==> config.mk <==
export PLATFORM = sky130hd
export DESIGN_NAME = touch_group_centroid_flat
export DESIGN_NICKNAME = d
export VERILOG_FILES = /design/src/rtl/tcg_pkg.sv /design/src/rtl/tcg_in_if.sv /design/src/rtl/tcg_out_if.sv /design/src/rtl/tcg_cfg_if.sv /design/src/rtl/tcg_ctrl.sv /design/src/rtl/tcg_dp.sv /design/src/rtl/touch_group_centroid.sv /design/src/flat_wrapper.sv
export SDC_FILE = /design/constraint.sdc
export NUM_CORES = 1
export LEC_CHECK = 0
export BUFFER_PORTS_ARGS = -buffer_cell sky130_fd_sc_hd__buf_2
export CAP_MARGIN = 20
export CORE_UTILIZATION = 60
export DETAILED_ROUTE_END_ITERATION = 10
export MAX_ROUTING_LAYER = met4
export PLACE_DENSITY = 0.79
export REMOVE_ABC_BUFFERS = 1
export SLEW_MARGIN = 5
export SYNTH_ARGS = -nofsm -noshare
export SYNTH_HDL_FRONTEND = slang
export SYNTH_SLANG_ARGS = --single-unit
==> constraint.sdc <==
create_clock -name clk -period 6.1 [get_ports clk]
set_input_delay 0.915 -clock clk [delete_from_list [all_inputs] [get_ports clk]]
set_output_delay 0.915 -clock clk [all_outputs]
set_load 0.01 [all_outputs]
==> src/rtl/tcg_pkg.sv <==
`timescale 1ns / 1ps
// ----------------------------------------------------------------------------
// tcg_pkg
// Shared widths, controller states and command/status structs for the
// touch group centroid block.
// ----------------------------------------------------------------------------
package tcg_pkg;

  localparam int CH_COUNT_DEF     = 8;
  localparam int REG_COUNT        = 8;
  localparam int VALUE_W          = 8;
  localparam int MASK_W           = 8;
  localparam int CFG_IDX_W        = 3;
  localparam int AVG_W            = 16;
  localparam int COUNT_W          = 4;
  localparam int SUM_W            = 11;
  localparam int FRAC_W           = 8;
  localparam int DIV_W            = SUM_W + FRAC_W;
  localparam int STEP_W           = $clog2(DIV_W);

  typedef enum logic [2:0] {
    ST_IDLE,
    ST_SCAN,
    ST_DECIDE,
    ST_DIVIDE,
    ST_EMIT
  } state_t;

  typedef struct packed {
    logic take;
    logic scan;
    logic div_start;
    logic set_release;
    logic div_step;
    logic emit;
  } cmd_t;

  typedef struct packed {
    logic accepted;
    logic scan_done;
    logic count_zero;
    logic new_touch;
    logic held;
    logic div_done;
    logic out_free;
  } status_t;

endpackage

==> src/rtl/tcg_in_if.sv <==
`timescale 1ns / 1ps
// ----------------------------------------------------------------------------
// tcg_in_if
// Sample channel: one touch mask per item.
// ----------------------------------------------------------------------------
interface tcg_in_if;
  logic                         valid;
  logic                         ready;
  logic [tcg_pkg::MASK_W-1:0]   active_mask;

  modport source (output valid, output active_mask, input ready);
  modport sink   (input valid, input active_mask, output ready);
endinterface

==> src/rtl/tcg_out_if.sv <==
`timescale 1ns / 1ps
// ----------------------------------------------------------------------------
// tcg_out_if
// Result channel: touch average or release event.
// ----------------------------------------------------------------------------
interface tcg_out_if;
  logic                         valid;
  logic                         ready;
  logic                         released;
  logic [tcg_pkg::AVG_W-1:0]    average;
  logic [tcg_pkg::COUNT_W-1:0]  active_count;

  modport source (output valid, output released, output average, output active_count,
                  input ready);
  modport sink   (input valid, input released, input average, input active_count,
                  output ready);
endinterface

==> src/rtl/tcg_cfg_if.sv <==
`timescale 1ns / 1ps
// ----------------------------------------------------------------------------
// tcg_cfg_if
// Configuration write channel: register index and write data.
// ----------------------------------------------------------------------------
interface tcg_cfg_if;
  logic                           valid;
  logic                           ready;
  logic [tcg_pkg::CFG_IDX_W-1:0]  index;
  logic [tcg_pkg::VALUE_W-1:0]    data;

  modport source (output valid, output index, output data, input ready);
  modport sink   (input valid, input index, input data, output ready);
endinterface

==> src/rtl/tcg_ctrl.sv <==
`timescale 1ns / 1ps
// ----------------------------------------------------------------------------
// tcg_ctrl
// Sequencer: scan the channels, decide, run the divider, emit.
// ----------------------------------------------------------------------------
module tcg_ctrl (
  input  logic             clk,
  input  logic             rst_n,
  input  tcg_pkg::status_t status,
  output tcg_pkg::cmd_t    cmd
);
  import tcg_pkg::*;

  state_t state_r, state_nxt;

  always_ff @(posedge clk) begin
    if (!rst_n) begin
      state_r <= ST_IDLE;
    end else begin
      state_r <= state_nxt;
    end
  end

  always_comb begin
    state_nxt = state_r;
    cmd       = '0;
    case (state_r)
      ST_IDLE: begin
        cmd.take = 1'b1;
        if (status.accepted) state_nxt = ST_SCAN;
      end
      ST_SCAN: begin
        cmd.scan = 1'b1;
        if (status.scan_done) state_nxt = ST_DECIDE;
      end
      ST_DECIDE: begin
        if (!status.count_zero && status.new_touch) begin
          cmd.div_start = 1'b1;
          state_nxt     = ST_DIVIDE;
        end else if (status.count_zero && status.held) begin
          cmd.set_release = 1'b1;
          state_nxt       = ST_EMIT;
        end else begin
          // nothing changed: drop the item
          state_nxt = ST_IDLE;
        end
      end
      ST_DIVIDE: begin
        cmd.div_step = 1'b1;
        if (status.div_done) state_nxt = ST_EMIT;
      end
      ST_EMIT: begin
        // hold until the output register is free
        if (status.out_free) begin
          cmd.emit  = 1'b1;
          state_nxt = ST_IDLE;
        end
      end
      default: begin
        state_nxt = ST_IDLE;
      end
    endcase
  end

endmodule

==> src/rtl/tcg_dp.sv <==
`timescale 1ns / 1ps
// ----------------------------------------------------------------------------
// tcg_dp
// Datapath: channel value registers, serial sum and count, restoring
// divider, touch state and the output register.
// ----------------------------------------------------------------------------
module tcg_dp #(
  parameter int CH_COUNT = tcg_pkg::CH_COUNT_DEF
) (
  input  logic             clk,
  input  logic             rst_n,
  tcg_in_if.sink           in_ch,
  tcg_out_if.source        out_ch,
  tcg_cfg_if.sink          cfg_ch,
  input  tcg_pkg::cmd_t    cmd,
  output tcg_pkg::status_t status
);
  import tcg_pkg::*;

  localparam int USED  = (CH_COUNT < REG_COUNT) ? CH_COUNT : REG_COUNT;
  localparam int IDX_W = (USED > 1) ? $clog2(USED) : 1;

  logic [VALUE_W-1:0] value_r [USED];
  logic [USED-1:0]    mask_r;
  logic [USED-1:0]    rep_r;
  logic               held_r;
  logic [IDX_W-1:0]   idx_r;
  logic [SUM_W-1:0]   sum_r;
  logic [COUNT_W-1:0] count_r;
  logic [DIV_W-1:0]   q_r;
  logic [COUNT_W-1:0] rem_r;
  logic [STEP_W-1:0]  step_r;
  logic               rel_r;

  logic               out_valid_r;
  logic               out_rel_r;
  logic [AVG_W-1:0]   out_avg_r;
  logic [COUNT_W-1:0] out_cnt_r;

  logic               accepted;
  logic               cfg_hit;
  logic [COUNT_W:0]   trial;
  logic [COUNT_W:0]   diff;
  logic               ge;

  assign accepted     = in_ch.valid && cmd.take;
  assign in_ch.ready  = cmd.take;
  assign cfg_ch.ready = 1'b1;
  assign cfg_hit      = cfg_ch.valid &&
                        ({1'b0, cfg_ch.index} < (CFG_IDX_W + 1)'(USED));

  assign trial = {rem_r, q_r[DIV_W-1]};
  assign diff  = trial - {1'b0, count_r};
  assign ge    = (trial >= {1'b0, count_r});

  assign status.accepted   = accepted;
  assign status.scan_done  = (idx_r == IDX_W'(USED - 1));
  assign status.count_zero = (count_r == '0);
  assign status.new_touch  = (mask_r != rep_r) || !held_r;
  assign status.held       = held_r;
  assign status.div_done   = (step_r == STEP_W'(DIV_W - 1));
  assign status.out_free   = !out_valid_r || out_ch.ready;

  // Channel value registers
  always_ff @(posedge clk) begin
    if (!rst_n) begin
      for (int i = 0; i < USED; i++) begin
        value_r[i] <= VALUE_W'(i);
      end
    end else if (cfg_hit) begin
      value_r[cfg_ch.index[IDX_W-1:0]] <= cfg_ch.data;
    end
  end

  // Touch state and output valid
  always_ff @(posedge clk) begin
    if (!rst_n) begin
      held_r      <= 1'b0;
      rep_r       <= '0;
      out_valid_r <= 1'b0;
    end else if (cmd.emit) begin
      out_valid_r <= 1'b1;
      if (rel_r) begin
        held_r <= 1'b0;
      end else begin
        // the reported mask only follows touches
        held_r <= 1'b1;
        rep_r  <= mask_r;
      end
    end else if (out_ch.ready) begin
      out_valid_r <= 1'b0;
    end
  end

  // Scan, divide and output payload
  always_ff @(posedge clk) begin
    if (accepted) begin
      mask_r  <= in_ch.active_mask[USED-1:0];
      idx_r   <= '0;
      sum_r   <= '0;
      count_r <= '0;
    end
    if (cmd.scan) begin
      idx_r <= idx_r + 1'b1;
      if (mask_r[idx_r]) begin
        sum_r   <= sum_r + SUM_W'(value_r[idx_r]);
        count_r <= count_r + 1'b1;
      end
    end
    if (cmd.div_start) begin
      q_r    <= {sum_r, {FRAC_W{1'b0}}};
      rem_r  <= '0;
      step_r <= '0;
      rel_r  <= 1'b0;
    end
    if (cmd.set_release) begin
      rel_r <= 1'b1;
    end
    if (cmd.div_step) begin
      // one quotient bit per cycle, remainder stays below the count
      q_r    <= {q_r[DIV_W-2:0], ge};
      rem_r  <= ge ? diff[COUNT_W-1:0] : trial[COUNT_W-1:0];
      step_r <= step_r + 1'b1;
    end
    if (cmd.emit) begin
      out_rel_r <= rel_r;
      out_avg_r <= rel_r ? '0 : q_r[AVG_W-1:0];
      out_cnt_r <= rel_r ? '0 : count_r;
    end
  end

  assign out_ch.valid        = out_valid_r;
  assign out_ch.released     = out_rel_r;
  assign out_ch.average      = out_avg_r;
  assign out_ch.active_count = out_cnt_r;

endmodule

==> src/rtl/touch_group_centroid.sv <==
`timescale 1ns / 1ps
// ----------------------------------------------------------------------------
// touch_group_centroid
// Averages the configured values of the active touch channels per sample.
// ----------------------------------------------------------------------------
// Usage:
//   in_ch   carries one active_mask per item; ready is high only while the
//           sequencer is idle.
//   out_ch  carries a touch result (released=0, 8.8 average, active_count)
//           or a release event (released=1, other fields zero).
//   cfg_ch  writes value_chI at index I; always ready. Write only when idle.
// Sequence, with U = min(CH_COUNT, 8) channels scanned one per cycle:
//   - every item is scanned serially, then decided; one that yields no result
//     is then dropped; a release goes straight to the emit step; a touch result
//     first runs the 19-step restoring divider.
//   The next item is accepted only once the block is back in idle.
// Reset: channel values return to I, no touch held, reported mask zero,
//   output empty.
// Stall: the result sits in the output register; an item that needs to
//   emit waits in the emit step until that register is taken.
// ----------------------------------------------------------------------------
module touch_group_centroid #(
  parameter int CH_COUNT = tcg_pkg::CH_COUNT_DEF
) (
  input  logic      clk,
  input  logic      rst_n,
  tcg_in_if.sink    in_ch,
  tcg_out_if.source out_ch,
  tcg_cfg_if.sink   cfg_ch
);
  import tcg_pkg::*;

  cmd_t    cmd;
  status_t status;

  tcg_ctrl u_ctrl (
    .clk    (clk),
    .rst_n  (rst_n),
    .status (status),
    .cmd    (cmd)
  );

  tcg_dp #(
    .CH_COUNT (CH_COUNT)
  ) u_dp (
    .clk    (clk),
    .rst_n  (rst_n),
    .in_ch  (in_ch),
    .out_ch (out_ch),
    .cfg_ch (cfg_ch),
    .cmd    (cmd),
    .status (status)
  );

endmodule

==> src/flat_wrapper.sv <==
// flat-port wrapper written by rule: the top's interface ports become plain ports
module touch_group_centroid_flat import tcg_pkg::*;
#(
  parameter int CH_COUNT = tcg_pkg::CH_COUNT_DEF
)
  (clk, rst_n, in_ch_valid, in_ch_active_mask, in_ch_ready, out_ch_valid, out_ch_released, out_ch_average, out_ch_active_count, out_ch_ready, cfg_ch_valid, cfg_ch_index, cfg_ch_data, cfg_ch_ready);
  tcg_in_if in_ch_i ();
  tcg_out_if out_ch_i ();
  tcg_cfg_if cfg_ch_i ();
  input  logic clk;
  input  logic rst_n;
  input wire logic [$bits(in_ch_i.valid)-1:0] in_ch_valid;
  input wire logic [$bits(in_ch_i.active_mask)-1:0] in_ch_active_mask;
  output wire logic [$bits(in_ch_i.ready)-1:0] in_ch_ready;
  output wire logic [$bits(out_ch_i.valid)-1:0] out_ch_valid;
  output wire logic [$bits(out_ch_i.released)-1:0] out_ch_released;
  output wire logic [$bits(out_ch_i.average)-1:0] out_ch_average;
  output wire logic [$bits(out_ch_i.active_count)-1:0] out_ch_active_count;
  input wire logic [$bits(out_ch_i.ready)-1:0] out_ch_ready;
  input wire logic [$bits(cfg_ch_i.valid)-1:0] cfg_ch_valid;
  input wire logic [$bits(cfg_ch_i.index)-1:0] cfg_ch_index;
  input wire logic [$bits(cfg_ch_i.data)-1:0] cfg_ch_data;
  output wire logic [$bits(cfg_ch_i.ready)-1:0] cfg_ch_ready;
  assign in_ch_i.valid = in_ch_valid;
  assign in_ch_i.active_mask = in_ch_active_mask;
  assign in_ch_ready = in_ch_i.ready;
  assign out_ch_valid = out_ch_i.valid;
  assign out_ch_released = out_ch_i.released;
  assign out_ch_average = out_ch_i.average;
  assign out_ch_active_count = out_ch_i.active_count;
  assign out_ch_i.ready = out_ch_ready;
  assign cfg_ch_i.valid = cfg_ch_valid;
  assign cfg_ch_i.index = cfg_ch_index;
  assign cfg_ch_i.data = cfg_ch_data;
  assign cfg_ch_ready = cfg_ch_i.ready;
  touch_group_centroid #(.CH_COUNT(CH_COUNT)) u_core (.clk(clk), .rst_n(rst_n), .in_ch(in_ch_i), .out_ch(out_ch_i), .cfg_ch(cfg_ch_i));
endmodule
==> results.json, run 1 <==
{
  "cts_resized": 0,
  "hold_buffers": 0,
  "status": "finished, violations left",
  "power_leakage_uw": 0.00303,
  "final_common_cell": "edfxtp_1",
  "fin_tns_setup_ps": 0,
  "setup_viol": 0,
  "nets": 647,
  "cp-start-kind": "register",
  "reg2regPathDepth": 9,
  "drt_iter0_drc": 300,
  "clkLatencyLatePin_ps": 430,
  "endpoint_kind": "register",
  "cts_sinks": 156,
  "min_period_over_period": 0.521,
  "powerDensity_mw_per_mm2": 361,
  "grt_pass1_vias": 4253,
  "netlist.area_leader.share": 0.519,
  "start_util": 0.622,
  "grt_max_degree": 29,
  "worst_pin_slew_ps": 1050,
  "syn-cell-area_mm2": 0.00717,
  "grt_usage": 0.233,
  "cts_buffer_depth": 2,
  "place_congestion": 0.922,
  "cp_slowest_cell": "mux4_2",
  "drc_errors": 10,
  "drtPass1Iterations": 7,
  "drive_gt1_frac": 0.185,
  "pre_cts_slack_ps": 2490,
  "synth_edf_count": 124,
  "synth_flop_cell": "edfxtp_1",
  "peakVddDrop_mv": 0.177,
  "die_w_um": 111,
  "grt_pass1_wl_um": 21400,
  "yosys.area.top_type": "edfxtp_1",
  "fp.dieH_um": 111,
  "pin_count": 48,
  "htree_levels": 4,
  "wl_um": 12800,
  "diodes": 0,
  "hold_violations": 0,
  "numCtsBuffers": 17,
  "path_clk_slew_ps": 60,
  "critical_path_arrival_ps": 3530,
  "viasPerCell": 5.69,
  "critPathMostFrequentCell": "a21oi_1",
  "num_vias": 4317,
  "core_area_mm2": 0.0115,
  "row_count": 39,
  "synth_area_leaders": "edfxtp_1 (52%), dfxtp_1 (8.9%), and2_1 (5.3%), mux4_2 (5.0%), ha_1 (3.1%)",
  "slew-limit-headroom": 0.290,
  "skew_ps": 9.20,
  "crit_fanout": 13,
  "post_drt_wl_per_cell_um": 16.8,
  "synthCells": 551,
  "crit_chain": "buf_8 > mux4_2 > mux2_2 > ha_1 > a21oi_1 > a21oi_1 > o2111a_1 > o311ai_0 > mux2i_1",
  "cts_setup_buffers": 0,
  "postRouteAntennaNets": 0,
  "cts_tree": "yes",
  "fin_ws_ps": 2920,
  "crit_required_ps": 6450,
  "ys_seq_area_frac": 0.609,
  "worstHoldPathCells": 1,
  "synthArstFlopShare": 0,
  "cts-root-buf": "clkbuf_16",
  "synth_area_per_cell_um2": 13.0,
  "die_area_mm2": 0.0124,
  "path_depth": 9,
  "hold_class": "reg2reg",
  "critical_path.max_stage_delay_ps": 520,
  "overflow": 0,
  "hpwl_um": 8930,
  "finalCriticalPeriod_ps": 3180,
  "antenna_found_initial": 0,
  "area.growth.synth_to_final_pct": 13.2,
  "cp_top_family": "multiplexers",
  "cap_violations": 0,
  "critPathBufInv": 1,
  "ys_seq_elements": 156,
  "drv_slew": 0,
  "portBuffers": 46,
  "violations": "DRC",
  "yosysUniqueCellTypes": 51,
  "yosys_warnings": 0,
  "crit_type": "reg2reg",
  "fmax_mhz": 315,
  "grt_setup_unrepaired": "false",
  "final_cell_mix": "edfxtp_1 (124), and2_1 (61), buf_2 (49), nand2_1 (47), dfxtp_1 (32)"
}
-- path summary, 6_finish.rpt --
kind / startpoint / to / slack (ps)
worst max-delay path: register / u_core.u_dp.sum_r[9] / 2920
worst min-delay path: u_core.u_dp.sum_r[10] / u_core.u_dp.sum_r[10] / 490
worst max register to register: register / u_core.u_dp.sum_r[9] / 2920
worst min register to register: u_core.u_dp.sum_r[10] / u_core.u_dp.sum_r[10] / 490
-- where the power goes --
part | internal [uW] | switching (uW) | total [uW]
combinational | 285 | 298 | 583
clock | 567 | 435 | 1000
sequential | 1260 | 91.8 | 1350
-- logic make-up after synthesis --
group,share of synthesized area
compound gates,0.0515
xor+xnor,0.0208
flops,0.609
mux,0.0885
buf+inv,0.0236
other cells,0.000523
fa+ha+maj,0.0370
simple gates,0.169
-- per-layer routing --
layer  vias up  share of wire  global-route usage
li1       2102              -                   -
met1      2056           0.43               0.292
met2       137           0.50               0.370
met3        22          0.056              0.0629
met4         0          0.018              0.0811
met5         -              0                   -
-- metrics by stage --
step | hold slack, ps | area (um2) | cells | util | total power [uW]
global placement | 452 | 7480 | 720 | 0.650 | 1900
floorplan | 433 | 7060 | 530 | - | 1780
global route | 503 | 8110 | 759 | 0.705 | 3080
CTS | 484 | 8060 | 755 | 0.700 | 2930
finish | 491 | 8110 | 759 | 0.705 | 2930
detailed placement | 465 | 7500 | 723 | 0.651 | 1940
-- cells in the mapped netlist (7+ instances only) --
cell / count
a21oi_1: 11
and2_1: 61
clkbuf_1: 14
dfxtp_1: 32
edfxtp_1: 124
ha_1: 18
inv_1: 16
mux2_2: 7
mux2i_1: 12
mux4_2: 16
nand2_1: 47
nand2b_1: 9
nand3_1: 18
nor2_1: 23
nor2b_1: 30
nor3_1: 7
o21ai_0: 23
or3_1: 12
xnor2_1: 14
-- flip-flops by register name, indices dropped and copies added, names as in the netlist, named ones only --
| name | cells |
|---|---|
| u_core.u_dp.sum_r | 11 |
| u_core.u_dp.mask_r | 8 |
| u_core.u_dp.out_ch.valid | 1 |
| u_core.u_dp.out_ch.average | 16 |
| u_core.u_dp.rep_r | 8 |
| u_core.u_dp.count_r | 4 |
| u_core.u_dp.idx_r | 3 |
| u_core.u_dp.out_ch.active_count | 4 |
| u_core.u_dp.step_r | 5 |
| u_core.u_dp.value_r | 64 |
| u_core.u_dp.out_ch.released | 1 |
| u_core.u_dp.rel_r | 1 |
| u_core.u_dp.held_r | 1 |
| u_core.u_ctrl.state_r | 3 |
| u_core.u_dp.rem_r | 4 |
| u_core.u_dp.q_r | 19 |
-- cell type report --
class                      count  area, um2
clock buffer                  17        425
clock inverter                15        138
fill                         771       3400
sequential                   156       4360
timing repair buffer          54        308
tap                          143        179
inverter                      16       60.1
multi-input combinational    358       2640
Power figures use the tool's default switching activity.
==> run 2: changes to the inputs <==
--- a/config.mk
+++ b/config.mk
@@ -7,10 +7,10 @@
 export LEC_CHECK = 0
 export BUFFER_PORTS_ARGS = -buffer_cell sky130_fd_sc_hd__buf_2
 export CAP_MARGIN = 20
-export CORE_UTILIZATION = 60
+export CORE_UTILIZATION = 55
 export DETAILED_ROUTE_END_ITERATION = 10
 export MAX_ROUTING_LAYER = met4
-export PLACE_DENSITY = 0.79
+export PLACE_DENSITY = 0.76
 export REMOVE_ABC_BUFFERS = 1
 export SLEW_MARGIN = 5
 export SYNTH_ARGS = -nofsm -noshare
==> constraint.sdc (replaced) <==
create_clock -name clk -period 2.7 [get_ports clk]
set_input_delay 0.405 -clock clk [delete_from_list [all_inputs] [get_ports clk]]
set_output_delay 0.405 -clock clk [all_outputs]
set_load 0.01 [all_outputs]
==> results.json, run 2 (synthesis results as in run 1) <==
{
  "status": "complete, no violations",
  "post_drt_wl_per_cell_um": 16.7,
  "final_common_cell": "edfxtp_1",
  "clkLatencyLatePin_ps": 420,
  "crit_required_ps": 3060,
  "powerDensity_mw_per_mm2": 837,
  "row_count": 41,
  "hold_buffers": 0,
  "antenna_found_initial": 0,
  "regMostFlops": "u_core.u_dp.value_r",
  "largest_reg_flops": 64,
  "design_area_mm2": 0.00854,
  "die_w_um": 116,
  "path_clk_slew_ps": 60,
  "numCtsBuffers": 17,
  "reg2regPathDepth": 12,
  "place_congestion": 0.856,
  "grt_pass1_vias": 4405,
  "cts_sinks": 156,
  "hold_class": "in2reg",
  "r2r_slack_ps": 40,
  "endpoint_kind": "register",
  "utilization": 0.674,
  "grt_setup_unrepaired": "true",
  "grt_usage": 0.229,
  "hold_violations": 0,
  "critical_path_arrival_ps": 3020,
  "fmax_mhz": 376,
  "cp-start-kind": "register",
  "place_area_mm2": 0.00774,
  "setup_viol": 0,
  "min_period_over_period": 0.985,
  "n_fill_cell": 892,
  "slew-limit-headroom": 0.464,
  "hold_end": "u_core.u_dp.mask_r[6]",
  "num_vias": 4405,
  "final_cell_mix": "edfxtp_1 (124), and2_1 (61), nand2_1 (46), buf_2 (46), dfxtp_1 (31)",
  "htree_levels": 4,
  "wl_um": 13600,
  "overflow": 0,
  "pin_count": 48,
  "cts_tree": "yes",
  "fin_hold_ws_ps": 157,
  "start_util": 0.566,
  "portBuffers": 46,
  "core_area_mm2": 0.0127,
  "diodes": 0,
  "rr_endpoint": "u_core.u_dp.sum_r[8]",
  "finalCriticalPeriod_ps": 2660,
  "drtPass1Iterations": 4,
  "crit_fanout": 5,
  "grt_pass1_wl_um": 22100,
  "drc_errors": 0,
  "total_power_uw": 7140,
  "cts_buffer_depth": 2,
  "cts-root-buf": "clkbuf_16",
  "crit_type": "reg2reg",
  "viasPerCell": 5.41,
  "peakVddDrop_mv": 0.575,
  "fin_tns_setup_ps": 0,
  "die_area_mm2": 0.0135,
  "hpwl_um": 9270,
  "cap_violations": 0,
  "fp.dieH_um": 116,
  "skew_ps": 6.36,
  "power_leakage_uw": 0.00318,
  "nets": 673,
  "hold_start": "in_ch_active_mask[6]",
  "postRouteAntennaNets": 0,
  "worst_pin_slew_ps": 803,
  "worstHoldPathCells": 1,
  "drt_iter0_drc": 181,
  "grt_max_degree": 29,
  "drive_gt1_frac": 0.246,
  "area.growth.synth_to_final_pct": 19.1,
  "drv_slew": 0
}
[run 2: changes by cell type in the layout (fill, tap and decap cells not counted), moves of 5 or more]
cell	delta
inv_6	-6
a21oi_1	-5
buf_4	+27
ha_4	+6
ha_1	-8
[run 2: how the worst max path moves through the flow]
stage	startpoint	end	slack, ps	depth (start not counted)
after floorplan	register	u_core.u_dp.sum_r[9]	-460	8
after detailed placement	register	u_core.u_dp.sum_r[9]	-140	9
after CTS	register	u_core.u_dp.sum_r[9]	2	9
final	register	u_core.u_dp.sum_r[8]	40	12
after global routing	register	u_core.u_dp.sum_r[8]	-70	12
after global placement	register	u_core.u_dp.sum_r[9]	-120	9
[run 2: power breakdown]
group | leakage [uW] | switching [uW] | internal (uW) | total [uW]
Combinational | 0.00147 | 852 | 963 | 1820
Clock | 0.000281 | 865 | 1420 | 2290
Sequential | 0.00144 | 200 | 2840 | 3040
[run 2: routing by layer]
| layer | up-vias | wire length (um) | global-route usage |
|---|---|---|---|
| met5 | - | 0 | - |
| met3 | 26 | 459 | 0.0477 |
| met2 | 99 | 6970 | 0.379 |
| li1 | 2156 | - | - |
| met1 | 2124 | 5860 | 0.270 |
| met4 | 0 | 281 | 0.104 |
[run 2: worst max-delay path: stages, from the launching register on]
cell and delay, ps:
dfxtp_4 370, buf_12 120, buf_6 90, mux4_2 490, mux2_4 300, ha_4 170
inv_2 50, fa_2 200, nor2b_2 50, o2111ai_2 210, a21oi_2 110, or3_1 350
nand3_1 80
[run 2: what timing repair did]
item | 4_1_cts | 5_1_grt
pin swaps | 6 | 10
setup endpoints to repair | 3 | 4
gates resized for setup | 17 | 16
buffers inserted | 2 | 4
gates cloned | 1 | 0
[run 2: metrics by stage]
stage,worst slack (ps),instances
finish,40.9,814
global route,-70.2,814
CTS,2.17,811
detailed placement,-141,776
global placement,-116,776
floorplan,-464,530
[run 2: cell type report]
type / instances / area (um2) / area share
Clock inverter: 8 / 91.3 / 0.0107
Timing Repair Buffer: 80 / 531 / 0.0621
Tap cell: 172 / 215 / 0.0252
Clock buffer: 24 / 482 / 0.0564
Sequential cell: 156 / 4370 / 0.511
Inverter: 16 / 60.1 / 0.00703
Multi-Input combinational cell: 358 / 2790 / 0.327
==> run 3: changes to the inputs <==
--- a/config.mk
+++ b/config.mk
@@ -5,13 +5,16 @@
 export SDC_FILE = /design/constraint.sdc
 export NUM_CORES = 1
 export LEC_CHECK = 0
+export ABC_AREA = 1
 export BUFFER_PORTS_ARGS = -buffer_cell sky130_fd_sc_hd__buf_2
 export CAP_MARGIN = 20
+export CORE_MARGIN = 2
 export CORE_UTILIZATION = 55
 export DETAILED_ROUTE_END_ITERATION = 10
 export MAX_ROUTING_LAYER = met4
 export PLACE_DENSITY = 0.76
 export REMOVE_ABC_BUFFERS = 1
+export SETUP_SLACK_MARGIN = 0.05
 export SLEW_MARGIN = 5
 export SYNTH_ARGS = -nofsm -noshare
 export SYNTH_HDL_FRONTEND = slang
==> results.json, run 3 <==
{
  "path_clk_slew_ps": 60,
  "fin_tns_setup_ps": 0,
  "critPathBufInv": 3,
  "largest_reg_flops": 64,
  "seqCellArea_mm2": 0.00437,
  "setup_viol": 0,
  "numCtsBuffers": 17,
  "synth_area_leaders": "edfxtp_1 (51%), dfxtp_1 (8.8%), nor2_1 (8.7%), nand2_1 (6.4%), inv_1 (4.7%)",
  "grt_max_degree": 32,
  "top_layer": "met4",
  "hold_class": "in2reg",
  "ys_top_cells_by_count": "nor2_1 (167), edfxtp_1 (124), nand2_1 (123)",
  "layout.cells.non_filler": 1003,
  "ys_seq_elements": 156,
  "yosysUniqueCellTypes": 38,
  "place_congestion": 0.926,
  "seqPwrFrac": 0.393,
  "portBuffers": 46,
  "final_common_cell": "nor2_1",
  "endpoint_kind": "register",
  "reg2regPathDepth": 14,
  "hpwl_um": 11000,
  "hold_buffers": 0,
  "cp_slowest_cell": "fa_1",
  "final_cell_mix": "nor2_1 (167), edfxtp_1 (124), nand2_1 (123), inv_1 (89), o21ai_0 (49)",
  "drive_gt1_frac": 0.146,
  "drc_errors": 0,
  "postRouteAntennaNets": 0,
  "crit_chain": "inv_2 > buf_6 > o21ai_0 > a31oi_1 > ha_1 > inv_1 > fa_1 > o21ai_2 > nand3_1 > nand3_1 > nand2_1 > nor2_4 > nand2_1 > o21ai_1",
  "grt_setup_unrepaired": "false",
  "synthArstFlopShare": 0,
  "met2_length_um": 7470,
  "htree_levels": 4,
  "p_switching_uw": 2660,
  "status": "complete, no violations",
  "start_util": 0.569,
  "hold_violations": 0,
  "n_fill_cell": 1049,
  "overflow": 0,
  "cts-root-buf": "clkbuf_16",
  "post_drt_wl_per_cell_um": 15.1,
  "yosysMostFrequentCell": "nor2_1",
  "die_w_um": 119,
  "synth_edf_count": 124,
  "internal_power_uw": 5280,
  "critical_path_arrival_ps": 2810,
  "pwr-share-clk": 0.315,
  "synth_flop_cell": "edfxtp_1",
  "power_leakage_uw": 0.00345,
  "crit_fanout": 16,
  "path_depth": 14,
  "drv_slew": 0,
  "fmax_mhz": 407,
  "pin_count": 48,
  "crit_end": "u_core.u_dp.sum_r[10]",
  "crit_type": "reg2reg",
  "synthCells": 757,
  "clkLatencyLatePin_ps": 420,
  "area.growth.synth_to_final_pct": 15.2,
  "multi_input_area_mm2": 0.00241,
  "netlist.area_leader.share": 0.514,
  "syn-cell-area_mm2": 0.00724,
  "placed_cells_incl_taps": 971,
  "powerDensity_mw_per_mm2": 952,
  "wl_met3_um": 688,
  "grt_pass1_vias": 5267,
  "cts_tree": "yes",
  "grt_usage": 0.239,
  "wl_um": 15200,
  "peakVddDrop_mv": 0.477,
  "nets": 862,
  "pwr-share-comb": 0.292,
  "finalCriticalPeriod_ps": 2460,
  "wl_met1_um": 6750,
  "min_period_over_period": 0.910,
  "cap_violations": 0,
  "cp_top_family": "adder cells",
  "die_area_mm2": 0.0141,
  "critical_path.max_stage_delay_ps": 420,
  "synth_area_per_cell_um2": 9.56,
  "diodes": 0,
  "drtPass1Iterations": 8,
  "cp-start-kind": "register",
  "num_vias": 5295,
  "ys_seq_area_frac": 0.603,
  "cts_setup_buffers": 0,
  "yosys.area.top_type": "edfxtp_1",
  "total_power_uw": 7940,
  "r2r_slack_ps": 240,
  "rr_endpoint": "u_core.u_dp.sum_r[10]",
  "switching_share": 0.335,
  "fp.dieH_um": 119,
  "antenna_found_initial": 0,
  "drt_iter0_drc": 379,
  "skew_ps": 5.46,
  "cts_sinks": 156,
  "core_area_mm2": 0.0127,
  "crit_required_ps": 3060,
  "cts_buffer_depth": 2,
  "row_count": 41,
  "regMostFlops": "u_core.u_dp.value_r",
  "viasPerCell": 5.28,
  "yosys_warnings": 0,
  "grt_pass1_wl_um": 25700
}
run 3: cell count changes in the layout (fill, tap and decap cells not counted), sizes merged, moves of 18 or more:
cell,delta
nor2,+148
inv,+85
nand2,+79
and2,-61
o21ai,+48
nor2b,-30
buf,-19
mux4,-18
run 3: layout make-up:
type                       instances  share of cell area
clock buffer                      18              0.0515
clock inverter                    14              0.0230
inverter                          98              0.0450
multi-input combinational        484               0.289
sequential                       156               0.524
tap                              172              0.0258
timing repair buffer              61              0.0416
run 3: power groups by stage:
stage                     Clock [uW]  Sequential, uW  Combinational [uW]
after floorplan                    0            3140                1630
after global placement             0            3150                2200
final                           2500            3120                2320
after global routing            2630            3160                2650
after CTS                       2530            3110                2310
after detailed placement           0            3160                2280
run 3: worst min-delay path by stage:
stage	from	to	slack [ps]	cells past startpoint
2_1_floorplan	u_core.u_dp.sum_r[0]	u_core.u_dp.sum_r[0]	440	2
3_3_place_gp	u_core.u_dp.count_r[2]	u_core.u_dp.count_r[2]	450	2
3_5_place_dp	u_core.u_dp.count_r[2]	u_core.u_dp.count_r[2]	460	2
4_1_cts	in_ch_active_mask[2]	u_core.u_dp.mask_r[2]	140	1
5_1_grt	in_ch_active_mask[1]	u_core.u_dp.mask_r[1]	140	1
6_report	in_ch_active_mask[2]	u_core.u_dp.mask_r[2]	150	1
run 3: cells by family (layout without fill, tap and decap cells):
kind of cell             after synthesis  after routing  synth area share
AO/OA/AOI/OAI                        121            121            0.0906
XOR/XNOR                              11             11            0.0133
adder cells (fa/ha/maj)               20             20            0.0366
buffers and inverters                117            191            0.0648
flip-flops                           156            156             0.603
other                                  1              1          0.000518
AND/OR/NAND/NOR                      331            331             0.191
run 3: through the flow:
stage | util | setup slack (ps) | hold slack [ps] | cell area [um2]
CTS | 0.655 | 98.5 | 142 | 8330
floorplan | - | 3.71 | 442 | 7140
global placement | 0.605 | 66.2 | 450 | 7700
detailed placement | 0.605 | 30.2 | 458 | 7700
finish | 0.656 | 243 | 154 | 8340
global route | 0.656 | 66.9 | 141 | 8340
run 3: layer usage:
metal  GRT usage  vias up
li1            -     2626
met4      0.0774        0
met2       0.393      154
met5           -        -
met3      0.0434       25
met1       0.302     2490
run 3: what timing repair did:
item / 4_1_cts / 5_1_grt
setup endpoints to repair: 1 / 4
pin swaps: 0 / 1
hold endpoints to repair: 0 / 0
resized for setup: 2 / 6
